File: config.mk
export PLATFORM = sky130hd
export DESIGN_NAME = unsigned_to_radix_text_top
export DESIGN_NICKNAME = d
export VERILOG_FILES = /design/src/hw/rtl/utrt_pkg.sv /design/src/hw/rtl/unsigned_to_radix_text_top.sv
export VERILOG_INCLUDE_DIRS = /design/src /design/src/hw/rtl
export SDC_FILE = /design/constraint.sdc
export NUM_CORES = 1
export LEC_CHECK = 0
export ABC_AREA = 0
export BUFFER_PORTS_ARGS = -buffer_cell sky130_fd_sc_hd__buf_2
export CORE_MARGIN = 8
export CORE_UTILIZATION = 40
export CTS_BUF_LIST = sky130_fd_sc_hd__clkbuf_4
export CTS_CLUSTER_SIZE = 12
export DETAILED_ROUTE_END_ITERATION = 10
export GPL_TIMING_DRIVEN = 0
export HOLD_SLACK_MARGIN = 0.02
export PLACE_DENSITY = 0.61
export SETUP_SLACK_MARGIN = 0.02
export SLEW_MARGIN = 10
export SYNTH_ARGS = -nofsm -noshare
export SYNTH_HDL_FRONTEND = slang
export SYNTH_SLANG_ARGS = --single-unit
File: constraint.sdc
create_clock -name clk -period 11.8 [get_ports clk]
set_clock_uncertainty 0.05 [all_clocks]
set_input_delay 1.18 -clock clk [delete_from_list [all_inputs] [get_ports clk]]
set_output_delay 1.18 -clock clk [all_outputs]
set_load 0.005 [all_outputs]
File: src/hw/rtl/unsigned_to_radix_text_top_assert.svh
// Assertion macros for the radix text converter.
// Included by the top level; the macros name its clk and rst_n signals.
`ifndef UNSIGNED_TO_RADIX_TEXT_TOP_ASSERT_SVH
`define UNSIGNED_TO_RADIX_TEXT_TOP_ASSERT_SVH

`ifndef NO_ASSERTIONS
`define UTRT_ASSERT_SAME(lbl, ante, cons) \
    lbl: assert property (@(posedge clk) disable iff (!rst_n) (ante) |-> (cons)) \
        else $error("assertion failed");
`define UTRT_ASSERT_NEXT(lbl, ante, cons) \
    lbl: assert property (@(posedge clk) disable iff (!rst_n) (ante) |=> (cons)) \
        else $error("assertion failed");
`else
`define UTRT_ASSERT_SAME(lbl, ante, cons)
`define UTRT_ASSERT_NEXT(lbl, ante, cons)
`endif

`endif

File: src/hw/rtl/utrt_pkg.sv
// Shared constants and helper functions for the radix text converter.
// No dependencies.
package utrt_pkg;

    localparam int CHAR_W      = 7;
    localparam int DIGIT_W     = 6;
    localparam int DIGIT_DEPTH = 64;
    localparam int ADDR_W      = 6;
    localparam int COUNT_W     = 7;
    localparam int LEN_W       = 8;
    localparam int CFG_IDX_W   = 2;
    localparam int CFG_DATA_W  = 6;
    localparam int OUT_DATA_W  = 16;

    localparam logic [CFG_IDX_W-1:0] CFG_RADIX      = 2'd0;
    localparam logic [CFG_IDX_W-1:0] CFG_MIN_DIGITS = 2'd1;
    localparam logic [CFG_IDX_W-1:0] CFG_UPPER_CASE = 2'd2;
    localparam logic [CFG_IDX_W-1:0] CFG_ALT_PREFIX = 2'd3;

    localparam logic [DIGIT_W-1:0] RADIX_MIN   = 6'd2;
    localparam logic [DIGIT_W-1:0] RADIX_MAX   = 6'd36;
    localparam logic [DIGIT_W-1:0] RADIX_HEX   = 6'd16;
    localparam logic [DIGIT_W-1:0] RADIX_OCT   = 6'd8;
    localparam logic [DIGIT_W-1:0] RADIX_RESET = 6'd10;

    localparam logic [DIGIT_W-1:0] LETTER_X_DIGIT = 6'd33;

    localparam logic [CHAR_W-1:0] CHAR_ZERO    = 7'h30;
    localparam logic [CHAR_W-1:0] CHAR_UPPER_A = 7'h41;
    localparam logic [CHAR_W-1:0] CHAR_LOWER_A = 7'h61;

    function automatic logic [CHAR_W-1:0] digit_char(input logic [DIGIT_W-1:0] d,
                                                     input logic up);
        logic [CHAR_W-1:0] base;
        base = up ? CHAR_UPPER_A : CHAR_LOWER_A;
        if (d < 6'd10)
        begin
            digit_char = CHAR_ZERO + {1'b0, d};
        end
        else
        begin
            digit_char = base + {1'b0, d} - 7'd10;
        end
    endfunction

    // Floor of log2 of the radix; each division shrinks the value by this many bits.
    function automatic logic [2:0] radix_log2(input logic [DIGIT_W-1:0] r);
        if (r[5])
        begin
            radix_log2 = 3'd5;
        end
        else if (r[4])
        begin
            radix_log2 = 3'd4;
        end
        else if (r[3])
        begin
            radix_log2 = 3'd3;
        end
        else if (r[2])
        begin
            radix_log2 = 3'd2;
        end
        else
        begin
            radix_log2 = 3'd1;
        end
    endfunction

endpackage

File: src/hw/rtl/unsigned_to_radix_text_top.sv
// Radix text converter: one unsigned value in, its ASCII text out, one character per item.
// Depends on utrt_pkg and unsigned_to_radix_text_top_assert.svh.
//
//   Channel   Direction  Handshake                  Payload
//   s_axis    in         s_axis_tvalid/tready       number
//   m_axis    out        m_axis_tvalid/tready       char_code, text_length, is_last on tlast
//   cfg       in         cfg_valid/cfg_ready        cfg_index, cfg_data
//
// Digits come from one shared restoring divider that retires one quotient bit per cycle.
// Each digit divides the low w bits of the value, where w starts at VALUE_BITS and drops
// by floor(log2(radix)) after every digit; a closing check and planning follow the last
// digit, and each character is read from the digit memory before it is sent.
// Reset clears the sequencer, counters and registers except out_char_reg, rd_reg and memory.
// The input is not ready until the last character has been loaded into the output register.
// A stalled output holds its item; the sequencer waits in ST_SEND until it is taken.
`include "unsigned_to_radix_text_top_assert.svh"

module unsigned_to_radix_text_top #(
    parameter int VALUE_BITS = 64,
    parameter int MAX_DIGITS = 64
) (
    input  logic                                    clk,
    input  logic                                    rst_n,
    input  logic                                    s_axis_tvalid,
    output logic                                    s_axis_tready,
    // Bits from the lowest up: number.
    input  logic [((VALUE_BITS+7)/8)*8-1:0]         s_axis_tdata,
    output logic                                    m_axis_tvalid,
    input  logic                                    m_axis_tready,
    // Bits from the lowest up: char_code, text_length, zero fill.
    output logic [utrt_pkg::OUT_DATA_W-1:0]         m_axis_tdata,
    output logic                                    m_axis_tlast,
    input  logic                                    cfg_valid,
    output logic                                    cfg_ready,
    input  logic [utrt_pkg::CFG_IDX_W-1:0]          cfg_index,
    input  logic [utrt_pkg::CFG_DATA_W-1:0]         cfg_data
);
    import utrt_pkg::*;

    localparam int BIDX_W = $clog2(VALUE_BITS);
    localparam int WID_W  = $clog2(VALUE_BITS + 1);

    typedef enum logic [2:0] {
        ST_IDLE,
        ST_CHECK,
        ST_DIV,
        ST_PLAN,
        ST_START,
        ST_FETCH,
        ST_SEND
    } state_t;

    state_t                 state_reg, state_next;
    logic [DIGIT_W-1:0]     radix_reg, radix_next;
    logic [DIGIT_W-1:0]     min_reg, min_next;
    logic                   upper_reg, upper_next;
    logic                   alt_reg, alt_next;
    logic [VALUE_BITS-1:0]  val_reg, val_next;
    logic                   nonzero_reg, nonzero_next;
    logic [DIGIT_W-1:0]     rem_reg, rem_next;
    logic [BIDX_W-1:0]      bidx_reg, bidx_next;
    logic [WID_W-1:0]       wid_reg, wid_next;
    logic [COUNT_W-1:0]     ndig_reg, ndig_next;
    logic [1:0]             plen_reg, plen_next;
    logic [LEN_W-1:0]       pad_reg, pad_next;
    logic [LEN_W-1:0]       len_reg, len_next;
    logic [LEN_W-1:0]       pos_reg, pos_next;
    logic [COUNT_W-1:0]     total_reg, total_next;
    logic                   out_valid_reg, out_valid_next;
    logic [CHAR_W-1:0]      out_char_reg, out_char_next;
    logic                   out_last_reg, out_last_next;
    logic [COUNT_W-1:0]     out_len_reg, out_len_next;

    logic [DIGIT_W-1:0]     digit_mem [DIGIT_DEPTH];
    logic [DIGIT_W-1:0]     rd_reg;
    logic                   mem_we;
    logic [ADDR_W-1:0]      mem_waddr;
    logic [DIGIT_W-1:0]     mem_wdata;
    logic                   mem_re;
    logic [ADDR_W-1:0]      mem_raddr;

    logic                   in_fire;
    logic [CHAR_W-1:0]      trial;
    logic                   ge;
    logic [CHAR_W-1:0]      diff;
    logic [2:0]             lg;
    logic [LEN_W-1:0]       pad0;
    logic [LEN_W-1:0]       raw_len;
    logic [LEN_W-1:0]       excess;
    logic [LEN_W-1:0]       len_m1;
    logic [LEN_W-1:0]       max_len;
    logic                   send_ok;
    logic                   is_last;
    logic [CHAR_W-1:0]      ch;

    assign s_axis_tready = (state_reg == ST_IDLE);
    assign cfg_ready     = 1'b1;
    assign in_fire       = s_axis_tvalid && s_axis_tready;
    assign m_axis_tvalid = out_valid_reg;
    assign m_axis_tlast  = out_last_reg;
    assign m_axis_tdata  = {{(OUT_DATA_W - CHAR_W - COUNT_W){1'b0}}, out_len_reg, out_char_reg};

    assign max_len = LEN_W'(MAX_DIGITS);
    assign len_m1  = len_reg - 8'd1;

    always_comb
    begin
        state_next     = state_reg;
        radix_next     = radix_reg;
        min_next       = min_reg;
        upper_next     = upper_reg;
        alt_next       = alt_reg;
        val_next       = val_reg;
        nonzero_next   = nonzero_reg;
        rem_next       = rem_reg;
        bidx_next      = bidx_reg;
        wid_next       = wid_reg;
        ndig_next      = ndig_reg;
        plen_next      = plen_reg;
        pad_next       = pad_reg;
        len_next       = len_reg;
        pos_next       = pos_reg;
        total_next     = total_reg;
        out_valid_next = out_valid_reg;
        out_char_next  = out_char_reg;
        out_last_next  = out_last_reg;
        out_len_next   = out_len_reg;
        mem_we         = 1'b0;
        mem_waddr      = ndig_reg[ADDR_W-1:0];
        mem_re         = 1'b0;
        mem_raddr      = len_m1[ADDR_W-1:0] - pos_reg[ADDR_W-1:0];

        trial  = {rem_reg, val_reg[bidx_reg]};
        ge     = trial >= {1'b0, radix_reg};
        diff   = trial - {1'b0, radix_reg};
        mem_wdata = ge ? diff[DIGIT_W-1:0] : trial[DIGIT_W-1:0];
        lg     = radix_log2(radix_reg);

        pad0    = ({2'b00, min_reg} > {1'b0, ndig_reg})
                  ? ({2'b00, min_reg} - {1'b0, ndig_reg}) : '0;
        raw_len = {6'd0, plen_reg} + pad0 + {1'b0, ndig_reg};
        excess  = raw_len - max_len;

        send_ok = !out_valid_reg || m_axis_tready;
        is_last = (pos_reg == len_m1);
        if (pos_reg < {6'd0, plen_reg})
        begin
            ch = (pos_reg == 8'd1) ? digit_char(LETTER_X_DIGIT, upper_reg) : CHAR_ZERO;
        end
        else if (pos_reg < ({6'd0, plen_reg} + pad_reg))
        begin
            ch = CHAR_ZERO;
        end
        else
        begin
            ch = digit_char(rd_reg, upper_reg);
        end

        if (out_valid_reg && m_axis_tready)
        begin
            out_valid_next = 1'b0;
        end

        if (cfg_valid && cfg_ready)
        begin
            case (cfg_index)
                CFG_RADIX:      radix_next = cfg_data;
                CFG_MIN_DIGITS: min_next   = cfg_data;
                CFG_UPPER_CASE: upper_next = cfg_data[0];
                CFG_ALT_PREFIX: alt_next   = cfg_data[0];
                default:        radix_next = radix_reg;
            endcase
        end

        case (state_reg)
            ST_IDLE:
            begin
                if (in_fire && radix_reg >= RADIX_MIN && radix_reg <= RADIX_MAX)
                begin
                    val_next     = s_axis_tdata[VALUE_BITS-1:0];
                    nonzero_next = (s_axis_tdata[VALUE_BITS-1:0] != '0);
                    ndig_next    = '0;
                    wid_next     = WID_W'(VALUE_BITS);
                    rem_next     = '0;
                    state_next   = ST_CHECK;
                end
            end
            ST_CHECK:
            begin
                if (val_reg == '0 && ndig_reg != '0)
                begin
                    state_next = ST_PLAN;
                end
                else
                begin
                    bidx_next  = BIDX_W'(wid_reg - 1'b1);
                    rem_next   = '0;
                    state_next = ST_DIV;
                end
            end
            ST_DIV:
            begin
                val_next[bidx_reg] = ge;
                rem_next           = mem_wdata;
                if (bidx_reg == '0)
                begin
                    mem_we     = 1'b1;
                    ndig_next  = ndig_reg + 1'b1;
                    wid_next   = (wid_reg > WID_W'(lg)) ? (wid_reg - WID_W'(lg)) : WID_W'(1);
                    state_next = ST_CHECK;
                end
                else
                begin
                    bidx_next = bidx_reg - 1'b1;
                end
            end
            ST_PLAN:
            begin
                if (alt_reg && radix_reg == RADIX_HEX)
                begin
                    plen_next = 2'd2;
                end
                else if (alt_reg && radix_reg == RADIX_OCT && nonzero_reg)
                begin
                    plen_next = 2'd1;
                end
                else
                begin
                    plen_next = 2'd0;
                end
                pad_next   = pad0;
                state_next = ST_START;
            end
            ST_START:
            begin
                // Padding is trimmed first when the text would overflow.
                if (raw_len > max_len)
                begin
                    pad_next = (excess >= pad0) ? '0 : (pad0 - excess);
                end
                state_next = ST_FETCH;
                len_next   = {6'd0, plen_reg} + pad_next + {1'b0, ndig_reg};
                pos_next   = (len_next > max_len) ? (len_next - max_len) : '0;
                total_next = COUNT_W'(len_next - pos_next);
            end
            ST_FETCH:
            begin
                mem_re     = 1'b1;
                state_next = ST_SEND;
            end
            ST_SEND:
            begin
                if (send_ok)
                begin
                    out_valid_next = 1'b1;
                    out_char_next  = ch;
                    out_last_next  = is_last;
                    out_len_next   = is_last ? total_reg : '0;
                    pos_next       = pos_reg + 1'b1;
                    state_next     = is_last ? ST_IDLE : ST_FETCH;
                end
            end
            default:
            begin
                state_next = ST_IDLE;
            end
        endcase
    end

    always_ff @(posedge clk or negedge rst_n)
    begin
        if (!rst_n)
        begin
            state_reg     <= ST_IDLE;
            radix_reg     <= RADIX_RESET;
            min_reg       <= '0;
            upper_reg     <= 1'b0;
            alt_reg       <= 1'b0;
            val_reg       <= '0;
            nonzero_reg   <= 1'b0;
            rem_reg       <= '0;
            bidx_reg      <= '0;
            wid_reg       <= '0;
            ndig_reg      <= '0;
            plen_reg      <= '0;
            pad_reg       <= '0;
            len_reg       <= '0;
            pos_reg       <= '0;
            total_reg     <= '0;
            out_valid_reg <= 1'b0;
            out_last_reg  <= 1'b0;
            out_len_reg   <= '0;
        end
        else
        begin
            state_reg     <= state_next;
            radix_reg     <= radix_next;
            min_reg       <= min_next;
            upper_reg     <= upper_next;
            alt_reg       <= alt_next;
            val_reg       <= val_next;
            nonzero_reg   <= nonzero_next;
            rem_reg       <= rem_next;
            bidx_reg      <= bidx_next;
            wid_reg       <= wid_next;
            ndig_reg      <= ndig_next;
            plen_reg      <= plen_next;
            pad_reg       <= pad_next;
            len_reg       <= len_next;
            pos_reg       <= pos_next;
            total_reg     <= total_next;
            out_valid_reg <= out_valid_next;
            out_last_reg  <= out_last_next;
            out_len_reg   <= out_len_next;
        end
    end

    always_ff @(posedge clk)
    begin
        out_char_reg <= out_char_next;
    end

    always_ff @(posedge clk)
    begin
        if (mem_we)
        begin
            digit_mem[mem_waddr] <= mem_wdata;
        end
        if (mem_re)
        begin
            rd_reg <= digit_mem[mem_raddr];
        end
    end

    `UTRT_ASSERT_SAME(a_rem_below_radix, state_reg == ST_DIV, rem_reg < radix_reg)
    `UTRT_ASSERT_SAME(a_digit_count_bound, 1'b1, ndig_reg <= COUNT_W'(DIGIT_DEPTH))
    `UTRT_ASSERT_SAME(a_last_has_length, m_axis_tvalid,
                      m_axis_tlast == (m_axis_tdata[CHAR_W+COUNT_W-1:CHAR_W] != '0))
    `UTRT_ASSERT_NEXT(a_send_fills_output, state_reg == ST_SEND && send_ok, m_axis_tvalid)

endmodule
==> metrics.csv, run 1 <==
stage;metric;value;unit
clock_network;cts_root_buffer;clkbuf_4;
sta;finalSetupViolations;0;
logic_synthesis;synth_cells;1994;
sta;max_slew_margin;20.0;%
clock_network;cts_buffers;145;
global_routing;grt_pass1_vias;19200;
worst_hold_path;min-delay-start;s_axis_tdata[40];
worst_setup_path;r2r_slack;1.19;ns
pwr;clkPwrFrac;16.8;%
sta;fmax;94.3;MHz
layout;fin_nets;2412;
detailed_routing;drtAntennaViolNets;0;
pwr;p_leak;11.4;nW
worst_setup_path;cp-end-kind;register;
pwr;seq_power_share;30.3;%
sta;slew_violations;0;
clock_network;post-cts-setup-buffer-count;0;
global_routing;grt-ovfl-total;0;
job;max_cap_viol_count;0;
clock_network;clk_pin_slew;0.06;ns
sta;setup_tns;0;ns
detailed_routing;routed_via_density;5.83;
sta;min_period_over_period;89.9;%
clock_network;cts_buffer_depth;3;
logic_synthesis;ys_warn_count;0;
logic_synthesis;ys_seq_elements;547;
floorplanning;rows;95;
detailed_routing;highest_layer;met5;
worst_setup_path;worst_r2r_endpoint;total_reg[4]$_DFFE_PN0P_;
placement;hpwlAfterDp;53.8;mm
floorplanning;die_height;275;µm
floorplanning;dieArea;0.0754;mm²
layout;fin_area;0.0305;mm²
clock_network;htree_num_levels;4;
floorplanning;start_util;40.1;%
outcome;outcome;completed;
placement;io_buffer_count;93;
detailed_routing;routed_wl;76.0;mm
worst_setup_path;cp_slowest_cell;a311oi_1;
logic_synthesis;async_flop_share;27.4;%
detailed_routing;wl_met3;6.01;mm
logic_synthesis;yosysSeqAreaShare;58.6;%
detailed_routing;firstDrtPassIters;6;
worst_setup_path;ff2ff_path_depth;41;
pwr;netSwitchingPower;4.32;mW
detailed_routing;drc;0;
floorplanning;chipWidth;275;µm
global_routing;grt.total_usage;20.2;%
global_routing;antenna_found_initial;3;
clock_network;cts_tree;done;
detailed_routing;via_count;18800;
detailed_routing;route.detailed.wl_per_inst;23.6;µm
worst_setup_path;start_kind;register;
worst_hold_path;hold_end;val_reg[40]$_DFFE_PN0P_;
pwr;power.density;336;mW/mm²
layout;syn2layout_area_growth;13.8;%
layout;nFillCells;6002;
clock_network;clk_latency;1.00;ns
logic_synthesis;synth_cell_types;83;
clock_network;cts-hold-fix-buffers;1;
global_routing;grt_max_degree;101;
pwr;power.share.switching;42.2;%
worst_setup_path;crit_start;ndig_reg[3]$_DFFE_PN0P_;
worst_setup_path;path_max_fanout;10;
worst_hold_path;hold_path_class;in2reg;
layout;multi_input_area;0.0105;mm²
worst_hold_path;worstHoldPathCells;3;
sta;rsz0062_at_grt;no;
worst_setup_path;r2r_start;ndig_reg[3]$_DFFE_PN0P_;
sta;worst_pin_slew;1.20;ns
placement;gp_congestion;0.959;
detailed_routing;drtIter0Drc;1940;
logic_synthesis;synth.avg_cell_area;13.4;µm²
logic_synthesis;synth_ff_type;edfxtp_1;
placement;placed_area;0.0285;mm²
pwr;ir_drop;0.207;mV
global_routing;grt_first_pass_wirelength;115;mm
pwr;p_int;5.92;mW
clock_network;post_cts_resized;0;
worst_setup_path;cpMostUsedCell;ha_1;
floorplanning;fp.coreArea;0.0667;mm²
worst_setup_path;crit_arrival;11.37;ns
layout;largest_reg_flops;384;
detailed_routing;wl_met1;31.2;mm
placement;dpl.cell_count;2970;
worst_setup_path;required;12.56;ns
sta;final_hold_viol_count;0;
layout;drive_gt1_share;22.9;%
detailed_routing;wl_met2;36.1;mm
clock_network;cts.sinks;547;
worst_setup_path;slowest_delay;0.79;ns
floorplanning;io_pins;97;
logic_synthesis;synth-edff-count;397;
sta;period_needed;10.61;ns
layout;stdcell_count;3225;
pwr;p_comb_share;52.9;%
logic_synthesis;netlist_area;0.0268;mm²
layout;ff_latch_area;0.0157;mm²
worst_setup_path;crit_type;reg2reg;
[kinds of logic after synthesis]
| group | share of synthesized area, % |
|---|---|
| and+or+nand+nor | 11.2 |
| DFF | 58.6 |
| AOI/OAI and AO/OA | 9.45 |
| muxes | 12.3 |
| buffers and inverters | 2.50 |
| adders and majority gates | 4.57 |
| xor gates and xnor gates | 1.37 |
| other | 0.0281 |
[per-stage QoR]
step	setup WS, ns	power (mW)	util (%)	hold WS (ns)
floorplan	2.99	6.63	-	0.396
global placement	1.35	8.22	42.5	0.414
detailed placement	1.23	8.50	42.8	0.415
CTS	1.19	10.3	45.6	0.291
global route	0.405	10.8	45.7	0.325
finish	1.19	10.2	45.7	0.395
[area by class of cell]
class                      count  share of cell area [%]
buffer                       106                    1.48
clock buffer                 206                    5.08
sequential                   547                    51.5
multi-input combinational   1287                    34.4
tap                          873                    3.59
antenna                        2                  0.0164
clock inverter                46                    1.18
inverter                      58                   0.715
timing repair buffer         100                    2.05
[synthesized netlist by cell type, types with 25 or more instances]
master / number / area (µm²)
mux4_2: 128 / 2880
nand3_1: 48 / 240
nor2_1: 168 / 631
o21ai_0: 57 / 285
a21oi_1: 98 / 490
nor4_1: 37 / 231
clkbuf_1: 71 / 267
a211oi_1: 58 / 435
edfxtp_1: 397 / 11900
ha_1: 77 / 963
and3_1: 46 / 288
inv_1: 54 / 203
nor3_1: 35 / 175
a31oi_1: 25 / 156
dfrtp_1: 148 / 3700
xnor2_1: 28 / 245
nand2_1: 157 / 589
[worst max path at each step]
stage,end,slack (ns),cells after the start
floorplan,total_reg[6]$_DFFE_PN0P_,2.99,39
global placement,total_reg[6]$_DFFE_PN0P_,1.35,40
detailed placement,total_reg[6]$_DFFE_PN0P_,1.23,40
CTS,total_reg[6]$_DFFE_PN0P_,1.19,40
global route,total_reg[6]$_DFFE_PN0P_,0.41,40
finish,total_reg[4]$_DFFE_PN0P_,1.19,41
[critical path: cells and delay by family (launching register included)]
kind	cells	cell delay [ns]
AOI/OAI and AO/OA	13	3.30
adders and majority gates	9	3.31
and+or+nand+nor	12	1.88
xor gates and xnor gates	2	0.31
muxes	1	0.08
buffers and inverters	4	1.13
DFF	1	0.39
[layout by cell type (no fill, tap or decap), types with 9 or more instances in the layout]
cell,count
edfxtp_1,397
clkbuf_4,206
nor2_1,168
nand2_1,157
dfrtp_1,148
mux4_2,128
buf_2,111
a21oi_1,98
ha_1,77
clkbuf_1,71
a211oi_1,58
o21ai_0,57
inv_1,54
nand3_1,48
and3_1,46
nor3_1,35
nor4_1,33
xnor2_1,28
clkinv_1,26
a31oi_1,25
a21o_1,23
nor2b_1,19
mux2i_1,19
nand2b_1,17
nand4_1,17
mux2_2,16
a221oi_1,16
o31ai_1,15
and2_1,14
xor2_1,14
fa_1,13
or3_1,9
buf_1,9
[power by group through the flow]
stage	clock network (mW)	logic, mW	registers (mW)
final	1.72	5.41	3.10
after floorplan	0	3.57	3.07
after CTS	1.77	5.38	3.10
after global routing	1.87	5.79	3.12
after global placement	0	5.05	3.17
after detailed placement	0	5.36	3.14
[routing by layer]
| metal | up-vias | global-route usage [%] |
|---|---|---|
| met3 | 161 | 4.78 |
| met4 | 2 | 8.21 |
| met1 | 9461 | 26.4 |
| met2 | 848 | 32.4 |
| met5 | - | 0 |
| li1 | 8344 | - |
(Power assumes the default switching activity.)
==> inputs of run 2 (changes only) <==
- CELL_PAD_IN_SITES_DETAIL_PLACEMENT: unset -> 1
- CELL_PAD_IN_SITES_GLOBAL_PLACEMENT: unset -> 2
- PLACE_DENSITY: 0.61 -> unset
- PLACE_DENSITY_LB_ADDON: unset -> 0.1
- SLEW_MARGIN: 10 -> unset
==> metrics.csv, run 2 (synthesized netlist as in run 1, its figures left out) <==
stage;metric;value;unit;change
placement;io_buffer_count;93;;unchanged
placement;hpwlAfterDp;61.5;mm;was 53.8 mm
outcome;outcome;completed;;unchanged
sta;rsz0062_at_grt;no;;unchanged
clock_network;clk_latency;0.96;ns;was 1.00 ns
pwr;p_leak;11.4;nW;about the same
placement;gp_congestion;0.894;;was 0.959
worst_setup_path;required;12.57;ns;was 12.56 ns
detailed_routing;via_count;18800;;about the same
worst_setup_path;cpLargestDelayFamily;compound AO/OA/AOI/OAI gates;;was adder cells
clock_network;cts_buffer_depth;3;;unchanged
job;max_cap_viol_count;0;;unchanged
worst_setup_path;cp-end-kind;register;;unchanged
layout;layout_commonest_cell;edfxtp_1;;unchanged
worst_setup_path;worstSetupPathDepth;40;;was 41
clock_network;cts_tree;done;;unchanged
pwr;ir_drop;0.241;mV;was 0.207 mV
detailed_routing;drtIter0Drc;1203;;was 1940
sta;setup_tns;0;ns;unchanged
layout;final_cell_mix;397 x edfxtp_1, 211 x clkbuf_4, 168 x nor2_1;;was 397 x edfxtp_1, 206 x clkbuf_4, 168 x nor2_1
pwr;power.density;340;mW/mm²;was 336 mW/mm²
worst_setup_path;cp.buffers_inverters;4;;unchanged
placement;placed_area;0.0285;mm²;about the same
detailed_routing;route.detailed.wl_per_inst;26.4;µm;was 23.6 µm
sta;final_hold_viol_count;0;;unchanged
layout;stdcell_count;3231;;was 3225
placement;place_ws;0.572;ns;was 1.23 ns
layout;syn2layout_area_growth;13.6;%;was 13.8%
placement;dpl.cell_count;2969;;was 2970
detailed_routing;routed_via_density;5.81;;was 5.83
global_routing;grt_pass1_vias;20200;;was 19200
sta;slew_violations;0;;unchanged
floorplanning;die_height;275;µm;unchanged
floorplanning;chipWidth;275;µm;unchanged
pwr;finalPower;10.3;mW;was 10.2 mW
detailed_routing;firstDrtPassIters;5;;was 6
layout;fin_nets;2417;;was 2412
sta;fmax;92.8;MHz;was 94.3 MHz
sta;worst_pin_slew;1.42;ns;was 1.20 ns
global_routing;antenna_found_initial;2;;was 3
worst_setup_path;path_max_fanout;10;;unchanged
clock_network;cts.sinks;547;;unchanged
detailed_routing;drc;0;;unchanged
clock_network;cts_root_buffer;clkbuf_4;;unchanged
layout;largest_reg_flops;384;;unchanged
floorplanning;fp.coreArea;0.0667;mm²;unchanged
worst_setup_path;ff2ff_path_depth;40;;was 41
sta;period_needed;10.78;ns;was 10.61 ns
worst_hold_path;worstHoldPathCells;2;;was 3
global_routing;grt_first_pass_wirelength;129;mm;was 115 mm
detailed_routing;drtAntennaViolNets;0;;unchanged
layout;fin_area;0.0304;mm²;was 0.0305 mm²
worst_setup_path;start_kind;register;;unchanged
sta;finalSetupViolations;0;;unchanged
detailed_routing;routed_wl;85.3;mm;was 76.0 mm
clock_network;clk_pin_slew;0.07;ns;was 0.06 ns
layout;drive_gt1_share;22.8;%;was 22.9%
floorplanning;dieArea;0.0754;mm²;unchanged
clock_network;cts_buffers;149;;was 145
worst_setup_path;r2r_slack;1.02;ns;was 1.19 ns
floorplanning;io_pins;97;;unchanged
worst_hold_path;hold_path_class;reg2reg;;was in2reg
sta;max_slew_margin;5.27;%;was 20.0%
global_routing;grt.total_usage;23.0;%;was 20.2%
sta;min_period_over_period;91.4;%;was 89.9%
worst_setup_path;slowest_delay;0.64;ns;was 0.79 ns
global_routing;grt_max_degree;106;;was 101
floorplanning;rows;95;;unchanged
clock_network;htree_num_levels;4;;unchanged
worst_setup_path;crit_arrival;11.55;ns;was 11.37 ns
global_routing;grt-ovfl-total;0;;unchanged
sta;setup_slack;1.02;ns;was 1.19 ns
sta;fin_hold_ws;0.425;ns;was 0.395 ns
worst_setup_path;crit_type;reg2reg;;unchanged
layout;utilization;45.6;%;was 45.7%
worst_setup_path;cp_slowest_cell;a311oi_2;;was a311oi_1
floorplanning;start_util;40.1;%;unchanged
-- run 2: changes by cell type in the layout (fill, tap and decap cells not counted), moves of 2 or more --
cell | before | now
inv_6 | 3 | 6
clkinv_1 | 26 | 33
buf_16 | 4 | 2
mux2_4 | 3 | 0
mux2_2 | 16 | 19
bufinv_16 | 4 | 1
buf_12 | 1 | 4
clkbuf_4 | 206 | 211
clkinv_4 | 4 | 1
clkinv_2 | 8 | 5
-- run 2: tightest hold or removal path: cells and delay by family (launching register included) --
kind	cells	cell delay (ns)
flip-flops	1	0.33
AO/OA/AOI/OAI	1	0.06
AND/OR/NAND/NOR	1	0.04
-- run 2: path summary, 6_finish.rpt --
path	startpoint	end
max	ndig_reg[3]$_DFFE_PN0P_	total_reg[6]$_DFFE_PN0P_
min	out_len_reg[6]$_DFFE_PN0P_	out_len_reg[6]$_DFFE_PN0P_
max reg2reg	ndig_reg[3]$_DFFE_PN0P_	total_reg[6]$_DFFE_PN0P_
min reg2reg	out_len_reg[6]$_DFFE_PN0P_	out_len_reg[6]$_DFFE_PN0P_
max in group asynchronous	rst_n	val_reg[54]$_DFFE_PN0P_
min in group asynchronous	rst_n	out_len_reg[1]$_DFFE_PN0P_
-- run 2: power breakdown --
group	switching (mW)	total (mW)	internal [mW]	leakage (nW)
sequential	0.236	3.12	2.88	5.51
combinational	3.41	5.54	2.12	4.75
clock	0.833	1.69	0.855	1.10
-- run 2: final cells by class --
| type | count | area (µm²) |
|---|---|---|
| Clock inverter | 47 | 267 |
| Inverter | 58 | 218 |
| Clock buffer | 211 | 1580 |
| Antenna cell | 1 | 2.50 |
| Fill cell | 6945 | 36300 |
| Multi-Input combinational cell | 1287 | 10500 |
| Buffer | 106 | 452 |
| Timing Repair Buffer | 101 | 636 |
| Sequential cell | 547 | 15700 |
| Tap cell | 873 | 1090 |
-- run 2: metal layers --
| metal | GRT usage [%] | wire length (µm) | vias up |
|---|---|---|---|
| li1 | - | - | 8343 |
| met2 | 36.7 | 40100 | 598 |
| met5 | 0 | 11 | - |
| met3 | 4.73 | 5060 | 139 |
| met1 | 31.0 | 37800 | 9700 |
| met4 | 8.00 | 2350 | 2 |
-- run 2: timing repair --
item                                    in CTS  in global routing
endpoints found under the setup margin       0                  3
buffers inserted                             0                  0
hold buffers                                 1                  0
hold endpoints to repair                    39                  0
resized for setup                            0                  1
==> inputs of run 3 (changes only) <==
==> constraint.sdc (replaced) <==
create_clock -name clk -period 11.8 [get_ports clk]
set_clock_uncertainty 0.05 [all_clocks]
set_input_delay 2.36 -clock clk [delete_from_list [all_inputs] [get_ports clk]]
set_output_delay 2.36 -clock clk [all_outputs]
set_load 0.005 [all_outputs]
==> metrics.csv, run 3 (synthesized netlist as in run 1, its figures left out) <==
stage;metric;value;unit;change
outcome;outcome;completed;;unchanged
sta;worst_pin_slew;1.38;ns;was 1.42 ns
worst_setup_path;cp-end-kind;register;;unchanged
clock_network;cts-hold-fix-buffers;0;;was 1
layout;fin_nets;2416;;was 2417
floorplanning;fp.coreArea;0.0667;mm²;unchanged
sta;period_needed;10.80;ns;was 10.78 ns
worst_setup_path;cp_slowest_cell;a311oi_2;;unchanged
detailed_routing;via_count;18700;;was 18800
clock_network;cts_buffer_depth;3;;unchanged
layout;nFillCells;6946;;was 6945
global_routing;grt_max_degree;106;;unchanged
placement;io_buffer_count;93;;unchanged
worst_setup_path;slowest_delay;0.65;ns;was 0.64 ns
sta;setup_slack;1.00;ns;was 1.02 ns
worst_setup_path;crit_type;reg2reg;;unchanged
global_routing;grt-ovfl-total;0;;unchanged
pwr;ir_drop;0.244;mV;was 0.241 mV
worst_hold_path;hold_path_class;reg2reg;;unchanged
clock_network;clk_pin_slew;0.06;ns;was 0.07 ns
placement;hpwlAfterDp;61.5;mm;unchanged
sta;final_hold_viol_count;0;;unchanged
global_routing;antenna_found_initial;2;;unchanged
floorplanning;dieArea;0.0754;mm²;unchanged
layout;layout_commonest_cell;edfxtp_1;;unchanged
sta;fmax;92.6;MHz;was 92.8 MHz
layout;stdcell_count;3230;;was 3231
global_routing;grt_first_pass_wirelength;129;mm;about the same
layout;syn2layout_area_growth;13.6;%;about the same
detailed_routing;routed_via_density;5.79;;was 5.81
detailed_routing;drtAntennaViolNets;0;;unchanged
clock_network;cts_buffers;149;;unchanged
layout;multi_input_area;0.0105;mm²;unchanged
floorplanning;start_util;40.1;%;unchanged
sta;setup_tns;0;ns;unchanged
pwr;power.density;341;mW/mm²;was 340 mW/mm²
layout;largest_reg_flops;384;;unchanged
detailed_routing;routed_wl;85.3;mm;about the same
sta;min_period_over_period;91.5;%;was 91.4%
sta;slew_violations;0;;unchanged
pwr;finalPower;10.4;mW;was 10.3 mW
layout;ff_latch_area;0.0157;mm²;unchanged
placement;dpl.cell_count;2969;;unchanged
worst_setup_path;path_max_fanout;10;;unchanged
placement;gp_congestion;0.894;;unchanged
sta;max_slew_margin;8.13;%;was 5.27%
clock_network;htree_num_levels;4;;unchanged
layout;final_cell_mix;397 x edfxtp_1, 211 x clkbuf_4, 168 x nor2_1;;unchanged
clock_network;clk_latency;0.97;ns;was 0.96 ns
worst_setup_path;start_kind;register;;unchanged
sta;finalSetupViolations;0;;unchanged
clock_network;cts_tree;done;;unchanged
global_routing;grt_pass1_vias;20200;;about the same
detailed_routing;firstDrtPassIters;5;;unchanged
detailed_routing;route.detailed.wl_per_inst;26.4;µm;about the same
sta;rsz0062_at_grt;no;;unchanged
global_routing;grt.total_usage;22.9;%;was 23.0%
layout;drive_gt1_share;22.8;%;about the same
placement;place_ws;0.572;ns;unchanged
floorplanning;die_height;275;µm;unchanged
floorplanning;rows;95;;unchanged
floorplanning;io_pins;97;;unchanged
detailed_routing;drtIter0Drc;1192;;was 1203
job;max_cap_viol_count;0;;unchanged
worst_setup_path;required;12.57;ns;about the same
clock_network;cts_root_buffer;clkbuf_4;;unchanged
floorplanning;chipWidth;275;µm;unchanged
pwr;p_leak;11.4;nW;about the same
clock_network;cts.sinks;547;;unchanged
detailed_routing;drc;0;;unchanged
worst_setup_path;crit_arrival;11.57;ns;was 11.55 ns
==> run 3: cell types whose count changed in the layout (fill, tap and decap cells not counted) <==
cell,before,now
dlygate4sd3_1,1,0
==> run 3: final cells by class <==
cell class / count / share of cell area [%]
tap: 873 / 3.59
clock buffer: 211 / 5.21
multi-input combinational: 1287 / 34.5
buffer: 106 / 1.49
timing repair buffer: 100 / 2.06
clock inverter: 47 / 0.877
antenna: 1 / 0.00823
inverter: 58 / 0.716
sequential: 547 / 51.6
==> run 3: timing repair <==
item                                    in CTS  in global routing
hold endpoints to repair                     0                  0
setup buffers                                0                  0
gates resized for setup                      0                  1
endpoints found under the setup margin       0                  3
==> run 3: critical path: cells and delay by family, from the launching register on <==
family / cells / cell delay, ns
AO/OA/AOI/OAI: 14 / 3.49
adder cells (fa/ha/maj): 9 / 3.36
AND/OR/NAND/NOR: 11 / 1.75
buffers and inverters: 4 / 1.27
flip-flops: 1 / 0.46
XOR/XNOR: 2 / 0.29
==> run 3: path summary, 6_finish.rpt <==
kind	start	slack, ns	end	cells after the start
min in group asynchronous	rst_n	1.26	out_len_reg[1]$_DFFE_PN0P_	1
max in group asynchronous	rst_n	9.51	val_reg[33]$_DFFE_PN0P_	2
hold reg to reg	out_len_reg[6]$_DFFE_PN0P_	0.42	out_len_reg[6]$_DFFE_PN0P_	2
setup reg to reg	ndig_reg[3]$_DFFE_PN0P_	1.0	total_reg[6]$_DFFE_PN0P_	40
setup / recovery	ndig_reg[3]$_DFFE_PN0P_	1.0	total_reg[6]$_DFFE_PN0P_	40
hold / removal	out_len_reg[6]$_DFFE_PN0P_	0.42	out_len_reg[6]$_DFFE_PN0P_	2
==> run 3: metrics by stage <==
step	hold WS (ns)	utilization (%)	instance area (µm²)
floorplan	0.396	-	26800
global placement	0.411	42.5	28300
detailed placement	0.415	42.7	28500
CTS	0.428	45.5	30300
global route	0.450	45.6	30400
finish	0.425	45.6	30400
==> run 3: where the power goes <==
part / switching [mW] / total, mW / internal, mW
Clock: 0.834 / 1.69 / 0.855
Combinational: 3.43 / 5.55 / 2.12
Sequential: 0.236 / 3.12 / 2.88
==> run 3: per-layer routing <==
layer / global-route usage, % / routed length [µm] / up-vias
met4: 8.00 / 2360 / 2
li1: - / - / 8341
met1: 31.0 / 37600 / 9631
met3: 4.74 / 5290 / 141
met2: 36.7 / 40000 / 600
met5: 0 / 11 / -
